`src/mer_pkg.sv`:
```
// Shared types and constants of the midpoint ellipse rasterizer.
package mer_pkg;

	localparam int COORD_W = 13;
	localparam int DEC_W = 48;

	localparam logic OP_START = 1'b0;
	localparam logic OP_STEP = 1'b1;

	typedef enum logic [3:0] {
		ST_IDLE,
		ST_MUL1,
		ST_MUL2,
		ST_MUL3,
		ST_MUL4,
		ST_EVAL,
		ST_SW1,
		ST_SW2,
		ST_SW3,
		ST_SW4,
		ST_UPD1,
		ST_UPD2,
		ST_UPD3,
		ST_EMIT,
		ST_EMIT_NOP
	} state_t;

	typedef enum logic [3:0] {
		DP_NONE,
		DP_LOAD,
		DP_RX2,
		DP_RY2,
		DP_B0,
		DP_INIT,
		DP_EVAL,
		DP_SW1,
		DP_SW2,
		DP_SW3,
		DP_SW4,
		DP_UPD1,
		DP_UPD2,
		DP_UPD3,
		DP_EMIT,
		DP_EMIT_NOP
	} dp_op_t;

	typedef struct packed {
		logic active;
		logic need_switch;
	} status_t;

endpackage

```
`src/mer_dp.sv`:
```
// Datapath of the midpoint ellipse rasterizer: point, decision value and shared multiplier.
module mer_dp import mer_pkg::*; #(
	parameter int RADIUS_BITS = 10,
	parameter int CENTER_BITS = 11
) (
	input  logic                          clk,
	input  logic                          arst_n,
	input  dp_op_t                        cmd,
	output status_t                       status,
	input  logic [RADIUS_BITS-1:0]        radius_x,
	input  logic [RADIUS_BITS-1:0]        radius_y,
	input  logic [CENTER_BITS-1:0]        center_x,
	input  logic [CENTER_BITS-1:0]        center_y,
	output logic signed [COORD_W-1:0]     px_pp,
	output logic signed [COORD_W-1:0]     py_pp,
	output logic signed [COORD_W-1:0]     px_pm,
	output logic signed [COORD_W-1:0]     py_pm,
	output logic signed [COORD_W-1:0]     px_mp,
	output logic signed [COORD_W-1:0]     py_mp,
	output logic signed [COORD_W-1:0]     px_mm,
	output logic signed [COORD_W-1:0]     py_mm,
	output logic                          last_point,
	output logic                          no_point
);

	localparam int RB = RADIUS_BITS;
	localparam int CB = CENTER_BITS;
	localparam int PW = 3 * RB;
	localparam int SW = ((CB > RB) ? CB : RB) + 1;
	localparam int EW = (SW > COORD_W) ? SW : COORD_W;

	logic [RB-1:0]     rx_q, ry_q, x_q, y_q, y_next;
	logic [CB-1:0]     cx_q, cy_q;
	logic [2*RB-1:0]   rx2_q, ry2_q;
	logic [PW-1:0]     a_q, b_q;
	logic [DEC_W-1:0]  rxry_q, dec_q, tmp_q, term_q;
	logic              r2_q, active_q, dx_q, dy_q, kr2_q;
	logic [DEC_W-1:0]  mul_a, mul_p, init_dec, kterm;
	logic [RB:0]       mul_b;
	logic [DEC_W+RB:0] mul_full;
	logic              dec_neg, dec_pos;
	logic [EW-1:0]     xp, xm, yp, ym;

	assign dec_neg = dec_q[DEC_W-1];
	assign dec_pos = !dec_neg && (dec_q != '0);
	assign status.active = active_q;
	assign status.need_switch = !r2_q && !(a_q < b_q);
	assign y_next = dy_q ? (y_q - 1'b1) : y_q;

	assign init_dec = (DEC_W'(ry2_q) << 2) - (DEC_W'(b_q) << 2) + DEC_W'(rx2_q);
	assign kterm = kr2_q ? (DEC_W'(rx2_q) << 2) : (DEC_W'(ry2_q) << 2);

	assign xp = EW'(cx_q) + EW'(x_q);
	assign xm = EW'(cx_q) - EW'(x_q);
	assign yp = EW'(cy_q) + EW'(y_q);
	assign ym = EW'(cy_q) - EW'(y_q);

	always_comb begin
		unique case (cmd)
			DP_RX2: begin
				mul_a = DEC_W'(rx_q);
				mul_b = (RB+1)'(rx_q);
			end
			DP_RY2: begin
				mul_a = DEC_W'(ry_q);
				mul_b = (RB+1)'(ry_q);
			end
			DP_B0: begin
				mul_a = DEC_W'(rx2_q);
				mul_b = (RB+1)'(ry_q);
			end
			DP_INIT: begin
				mul_a = DEC_W'(b_q);
				mul_b = (RB+1)'(ry_q);
			end
			DP_SW2: begin
				mul_a = tmp_q;
				mul_b = {x_q, 1'b1};
			end
			DP_SW3: begin
				mul_a = tmp_q;
				mul_b = (RB+1)'(y_q - 1'b1);
			end
			default: begin
				mul_a = '0;
				mul_b = '0;
			end
		endcase
	end

	assign mul_full = mul_a * mul_b;
	assign mul_p = mul_full[DEC_W-1:0];

	always_ff @(posedge clk) begin
		unique case (cmd)
			DP_LOAD: begin
				rx_q <= radius_x;
				ry_q <= radius_y;
				cx_q <= center_x;
				cy_q <= center_y;
				x_q <= '0;
				y_q <= radius_y;
				a_q <= '0;
			end
			DP_RX2: rx2_q <= mul_p[2*RB-1:0];
			DP_RY2: ry2_q <= mul_p[2*RB-1:0];
			DP_B0: b_q <= mul_p[PW-1:0];
			DP_INIT: begin
				rxry_q <= mul_p;
				dec_q <= init_dec;
			end
			DP_EVAL: begin
				if (r2_q) begin
					dx_q <= !dec_pos;
					dy_q <= 1'b1;
				end else begin
					dx_q <= 1'b1;
					dy_q <= !dec_neg;
				end
				kr2_q <= r2_q;
			end
			DP_SW1: tmp_q <= (DEC_W'(a_q) << 1) + DEC_W'(ry2_q);
			DP_SW2: begin
				dec_q <= mul_p;
				tmp_q <= DEC_W'(b_q - PW'(rx2_q));
			end
			DP_SW3: tmp_q <= mul_p;
			DP_SW4: dec_q <= dec_q + (tmp_q << 2) - (rxry_q << 2);
			DP_UPD1: begin
				if (dx_q) begin
					x_q <= x_q + 1'b1;
					a_q <= a_q + PW'(ry2_q);
				end
				if (dy_q) begin
					y_q <= y_next;
					b_q <= b_q - PW'(rx2_q);
				end
			end
			DP_UPD2: term_q <= (dx_q ? (DEC_W'(a_q) << 3) : '0)
				- (dy_q ? (DEC_W'(b_q) << 3) : '0);
			DP_UPD3: dec_q <= dec_q + term_q + kterm;
			DP_EMIT: begin
				px_pp <= xp[COORD_W-1:0];
				py_pp <= yp[COORD_W-1:0];
				px_pm <= xp[COORD_W-1:0];
				py_pm <= ym[COORD_W-1:0];
				px_mp <= xm[COORD_W-1:0];
				py_mp <= yp[COORD_W-1:0];
				px_mm <= xm[COORD_W-1:0];
				py_mm <= ym[COORD_W-1:0];
				last_point <= (y_q == '0);
				no_point <= 1'b0;
			end
			DP_EMIT_NOP: begin
				px_pp <= '0;
				py_pp <= '0;
				px_pm <= '0;
				py_pm <= '0;
				px_mp <= '0;
				py_mp <= '0;
				px_mm <= '0;
				py_mm <= '0;
				last_point <= 1'b0;
				no_point <= 1'b1;
			end
			default: begin
			end
		endcase
	end

	always_ff @(posedge clk or negedge arst_n) begin
		if (!arst_n) begin
			r2_q <= 1'b0;
			active_q <= 1'b0;
		end else begin
			unique case (cmd)
				DP_LOAD: begin
					r2_q <= 1'b0;
					active_q <= (radius_y != '0);
				end
				DP_SW4: r2_q <= 1'b1;
				DP_UPD1: active_q <= (y_next != '0);
				default: begin
				end
			endcase
		end
	end

endmodule

```
`src/mer_ctrl.sv`:
```
// Controller state machine of the midpoint ellipse rasterizer.
module mer_ctrl import mer_pkg::*; (
	input  logic    clk,
	input  logic    arst_n,
	input  logic    in_valid,
	input  logic    in_op,
	output logic    in_stall,
	output logic    out_valid,
	input  logic    out_stall,
	output dp_op_t  cmd,
	input  status_t status
);

	state_t state_q, state_d;
	logic   out_valid_q, out_free, emit;

	assign out_free = !out_valid_q || !out_stall;
	assign in_stall = (state_q != ST_IDLE);
	assign out_valid = out_valid_q;
	assign emit = (cmd == DP_EMIT) || (cmd == DP_EMIT_NOP);

	always_comb begin
		state_d = state_q;
		unique case (state_q)
			ST_IDLE: begin
				if (in_valid) begin
					priority if (in_op == OP_START) begin
						state_d = ST_MUL1;
					end else if (status.active) begin
						state_d = ST_EVAL;
					end else begin
						state_d = ST_EMIT_NOP;
					end
				end
			end
			ST_MUL1: state_d = ST_MUL2;
			ST_MUL2: state_d = ST_MUL3;
			ST_MUL3: state_d = ST_MUL4;
			ST_MUL4: state_d = ST_EMIT;
			ST_EVAL: state_d = status.need_switch ? ST_SW1 : ST_UPD1;
			ST_SW1: state_d = ST_SW2;
			ST_SW2: state_d = ST_SW3;
			ST_SW3: state_d = ST_SW4;
			ST_SW4: state_d = ST_EVAL;
			ST_UPD1: state_d = ST_UPD2;
			ST_UPD2: state_d = ST_UPD3;
			ST_UPD3: state_d = ST_EMIT;
			ST_EMIT, ST_EMIT_NOP: begin
				if (out_free) begin
					state_d = ST_IDLE;
				end
			end
			default: state_d = ST_IDLE;
		endcase
	end

	always_comb begin
		unique case (state_q)
			ST_IDLE: cmd = (in_valid && (in_op == OP_START)) ? DP_LOAD : DP_NONE;
			ST_MUL1: cmd = DP_RX2;
			ST_MUL2: cmd = DP_RY2;
			ST_MUL3: cmd = DP_B0;
			ST_MUL4: cmd = DP_INIT;
			ST_EVAL: cmd = DP_EVAL;
			ST_SW1: cmd = DP_SW1;
			ST_SW2: cmd = DP_SW2;
			ST_SW3: cmd = DP_SW3;
			ST_SW4: cmd = DP_SW4;
			ST_UPD1: cmd = DP_UPD1;
			ST_UPD2: cmd = DP_UPD2;
			ST_UPD3: cmd = DP_UPD3;
			ST_EMIT: cmd = out_free ? DP_EMIT : DP_NONE;
			ST_EMIT_NOP: cmd = out_free ? DP_EMIT_NOP : DP_NONE;
			default: cmd = DP_NONE;
		endcase
	end

	always_ff @(posedge clk or negedge arst_n) begin
		if (!arst_n) begin
			state_q <= ST_IDLE;
			out_valid_q <= 1'b0;
		end else begin
			state_q <= state_d;
			if (emit) begin
				out_valid_q <= 1'b1;
			end else if (!out_stall) begin
				out_valid_q <= 1'b0;
			end
		end
	end

endmodule

```
`src/midpoint_ellipse_rasterizer.sv`:
```
// Top level of the midpoint ellipse rasterizer.
// A start word runs four multiplier passes; a step word evaluates and updates the point, and
// the step that enters region two switches first; a step with no active ellipse gives an empty result.
// One word is in flight at a time; the next is taken the cycle after the result enters the
// output register, and that register waits while the previous result is stalled.
// Reset (arst_n low) clears the controller, the output valid and the active ellipse.
module midpoint_ellipse_rasterizer import mer_pkg::*; #(
	parameter int RADIUS_BITS = 10,
	parameter int CENTER_BITS = 11
) (
	input  logic                      clk,
	input  logic                      arst_n,
	input  logic                      in_valid,
	output logic                      in_stall,
	input  logic                      op,
	input  logic [RADIUS_BITS-1:0]    radius_x,
	input  logic [RADIUS_BITS-1:0]    radius_y,
	input  logic [CENTER_BITS-1:0]    center_x,
	input  logic [CENTER_BITS-1:0]    center_y,
	output logic                      out_valid,
	input  logic                      out_stall,
	output logic signed [COORD_W-1:0] px_pp,
	output logic signed [COORD_W-1:0] py_pp,
	output logic signed [COORD_W-1:0] px_pm,
	output logic signed [COORD_W-1:0] py_pm,
	output logic signed [COORD_W-1:0] px_mp,
	output logic signed [COORD_W-1:0] py_mp,
	output logic signed [COORD_W-1:0] px_mm,
	output logic signed [COORD_W-1:0] py_mm,
	output logic                      last_point,
	output logic                      no_point
);

	dp_op_t  cmd;
	status_t status;

	mer_ctrl u_ctrl (
		.clk       (clk),
		.arst_n    (arst_n),
		.in_valid  (in_valid),
		.in_op     (op),
		.in_stall  (in_stall),
		.out_valid (out_valid),
		.out_stall (out_stall),
		.cmd       (cmd),
		.status    (status)
	);

	mer_dp #(
		.RADIUS_BITS (RADIUS_BITS),
		.CENTER_BITS (CENTER_BITS)
	) u_dp (
		.clk        (clk),
		.arst_n     (arst_n),
		.cmd        (cmd),
		.status     (status),
		.radius_x   (radius_x),
		.radius_y   (radius_y),
		.center_x   (center_x),
		.center_y   (center_y),
		.px_pp      (px_pp),
		.py_pp      (py_pp),
		.px_pm      (px_pm),
		.py_pm      (py_pm),
		.px_mp      (px_mp),
		.py_mp      (py_mp),
		.px_mm      (px_mm),
		.py_mm      (py_mm),
		.last_point (last_point),
		.no_point   (no_point)
	);

endmodule

```
`config.mk`:
```
export PLATFORM = sky130hd
export DESIGN_NAME = midpoint_ellipse_rasterizer
export DESIGN_NICKNAME = d
export VERILOG_FILES = /design/src/mer_pkg.sv /design/src/mer_dp.sv /design/src/mer_ctrl.sv /design/src/midpoint_ellipse_rasterizer.sv
export SDC_FILE = /design/constraint.sdc
export NUM_CORES = 2
export LEC_CHECK = 0
export ABC_AREA = 0
export BUFFER_PORTS_ARGS = -buffer_cell sky130_fd_sc_hd__buf_4
export CAP_MARGIN = 10
export CORE_MARGIN = 2
export CORE_UTILIZATION = 35
export CTS_CLUSTER_DIAMETER = 150
export CTS_CLUSTER_SIZE = 14
export DETAILED_ROUTE_END_ITERATION = 7
export PLACE_DENSITY_LB_ADDON = 0.3
export SLEW_MARGIN = 10
export SYNTH_ARGS = -nofsm -noshare
export SYNTH_HDL_FRONTEND = slang
export SYNTH_SLANG_ARGS = --single-unit
```
`constraint.sdc`:
```
create_clock -name clk -period 24 [get_ports clk]
set_input_delay 2.4 -clock clk [delete_from_list [all_inputs] [get_ports clk]]
set_output_delay 2.4 -clock clk [all_outputs]
set_load 0.05 [all_outputs]
```
==> impl_metrics.json <==
{
  "ff2ff_path_depth": 25,
  "rows": 133,
  "cts_buffer_depth": 3,
  "cts_htree_levels": 2,
  "path_max_fanout": 39,
  "cts_root_buf": "clkbuf_16",
  "io_buffers": 150,
  "grt_pass1_vias": 37800,
  "finalWeightedCongestion": 0.953,
  "critPathCaptureType": "flop",
  "die_w_um": 369,
  "crit_buf_inv": 3,
  "cp-start-kind": "flop",
  "cp.depth": 25,
  "die_y_um": 369,
  "worst_pin_slew_ns": 1.25,
  "diodes": 0,
  "r2r_slack_ns": 14.10,
  "numCtsBuffers": 35,
  "synthArstFlopShare_pct": 1.72,
  "fin_nets": 5989,
  "grt_first_pass_wirelength_um": 234000,
  "syn_area_per_cell_um2": 9.13,
  "cts_hold_buffers": 0,
  "cp_top_family": "compound AO/OA/AOI/OAI gates",
  "max_freq_mhz": 101,
  "cts_num_sinks": 407,
  "most-common-layout-cells": "657 x nand2_1, 623 x inv_1, 438 x fa_1, 402 x nor2_1, 400 x edfxtp_1",
  "final_layout_size_suffix_gt1_share_pct": 6.44,
  "startpoint": "u_ctrl.state_q[3]",
  "finalHoldViolCount": 0,
  "cp_slowest_cell": "o21ai_1",
  "drt_iter0_markers": 3801,
  "via_per_inst": 5.55,
  "syn_area_um2": 46700,
  "clk_pin_slew_ns": 0.07,
  "ys_ff_latch": 407,
  "period_minus_slack_ns": 9.90,
  "dr.pass1.iters": 6,
  "ys_types": 94,
  "slew_viol_final": 0,
  "max-slew-margin-rel_pct": 16.1,
  "grt_max_degree": 72,
  "cp.arrival_ns": 10.21,
  "hold_class": "reg -> reg",
  "final.setup_skew_ns": 0.0283,
  "status": "complete, no violations",
  "synth_top_flop_cell": "edfxtp_1",
  "drc": 0,
  "drv_cap": 0,
  "crit_path_end": "u_dp.dec_q[43]",
  "ys_seq_area_share_pct": 26.1,
  "pre_cts_ws_ns": 14.21,
  "yosysWarnings": 0,
  "timing.hold.ws_ns": 0.553,
  "rsz0062_at_grt": "false",
  "setup_viol": 0,
  "syn-instance-count": 5112,
  "fin_ws_ns": 14.10,
  "nFillCells": 13300,
  "crit_type": "reg -> reg",
  "start_util_pct": 35.4,
  "cts_setup_buffers": 0,
  "antenna_found_initial": 2,
  "crit_top_cell": "fa_1",
  "slowest_delay_ns": 0.93,
  "r2r_end": "u_dp.dec_q[43]",
  "die_area_um2": 136000,
  "grt_usage_pct": 22.4,
  "reg2reg_from": "u_ctrl.state_q[3]",
  "dp_hpwl_um": 124000,
  "core_um2": 132000,
  "syn_to_final_growth_pct": 8.20,
  "final_common_cell": "nand2_1",
  "vias": 38300,
  "period_share_pct": 41.3,
  "cts_tree": "yes",
  "tns_ns": 0,
  "wire_per_inst_um": 22.4,
  "worstSkewPairLatency_ns": 0.60,
  "postRouteAntennaNets": 0,
  "cp.required_ns": 24.31,
  "ios": 155,
  "synth_edf_count": 400,
  "cts_resized": 0,
  "overflow": 0,
  "drt_wl_total_um": 154000
}
==> through the flow <==
stage	cell area (um^2)	util [%]	instances
after global routing	50500	38.3	6896
after floorplan	46700	-	5115
after CTS	50500	38.3	6896
after detailed placement	49500	37.5	6843
final	50500	38.3	6896
after global placement	49500	37.5	6843
==> worst register-to-register path: cells and delay by family, from the launching register on <==
kind	cells	cell delay, ns
buf+inv	3	0.89
xor+xnor	1	0.15
simple gates	5	0.99
flops	1	0.79
fa+ha+maj	6	2.90
compound gates	10	3.90
==> per-layer routing <==
metal | up-vias | share of wire, % | global-route usage, %
li1 | 17500 | - | -
met3 | 158 | 8.2 | 2.80
met1 | 19100 | 47 | 33.9
met5 | - | 0 | 0
met2 | 1544 | 43 | 33.8
met4 | 0 | 2.4 | 5.43
==> how the worst min path moves through the flow <==
stage	startpoint	slack [ns]	end	cells past startpoint
finish	u_ctrl.out_valid	0.55	u_ctrl.out_valid	1
global route	u_ctrl.out_valid	0.58	u_ctrl.out_valid	1
CTS	u_ctrl.out_valid	0.56	u_ctrl.out_valid	1
detailed placement	u_ctrl.out_valid	0.55	u_ctrl.out_valid	1
global placement	u_ctrl.out_valid	0.54	u_ctrl.out_valid	1
floorplan	u_dp.r2_q	0.50	u_dp.kr2_q	0
==> final cells by class <==
class                   instances  area [um^2]  area share, %
flip-flops and latches        407        12200           24.1
multi-input cells            3854        31200           61.8
clock buffers                  48          946           1.87
repair buffers                204         1530           3.03
well taps                    1755         2200           4.35
clock inverters                 5         68.8          0.136
inverters                     623         2340           4.63
==> logic make-up (layout without fill, tap and decap cells) <==
family / after synthesis / in the layout / share of synthesized area, %
adders and majority gates: 817 / 817 / 29.0
buffers and inverters: 854 / 880 / 7.37
xor gates and xnor gates: 324 / 324 / 6.14
other: 1 / 4 / 0.00804
and+or+nand+nor: 1567 / 1567 / 15.0
muxes: 29 / 29 / 0.670
AOI/OAI and AO/OA: 1113 / 1113 / 15.7
DFF: 407 / 407 / 26.1
==> Yosys cell counts (27+ instances only) <==
master	number	area [um^2]
a21o_1	118	886
and3_1	38	238
a211oi_1	28	210
edfxtp_1	400	12000
a21oi_1	286	1430
nand3_1	77	385
a21boi_0	27	203
and2_1	61	382
clkbuf_1	156	586
a31oi_1	35	219
fa_1	438	8770
nand2_1	661	2480
inv_1	623	2340
nor2b_1	50	313
nand2b_1	48	300
o21bai_1	54	405
ha_1	379	4740
xor2_1	95	832
nor2_1	407	1530
o21ai_0	227	1140
o211ai_1	28	210
xnor2_1	227	1990
nor4_1	27	169
nand4_1	53	332
buf_4	58	435
nor3_1	83	415
a22oi_1	38	285
o21a_1	41	308
==> sequential cells by signal, summed over array words and instances (netlist names), 20 cells and up <==
register and count:
u_dp.b_q 30, u_dp.a_q 30, u_dp.dec_q 48, u_dp.rx2_q 20
u_dp.term_q 45, u_dp.rxry_q 46, u_dp.tmp_q 48, u_dp.ry2_q 20
Power is left out: the tool's default activity adds up to more than one toggle a clock period on the data nets, which glitch-free logic cannot reach.
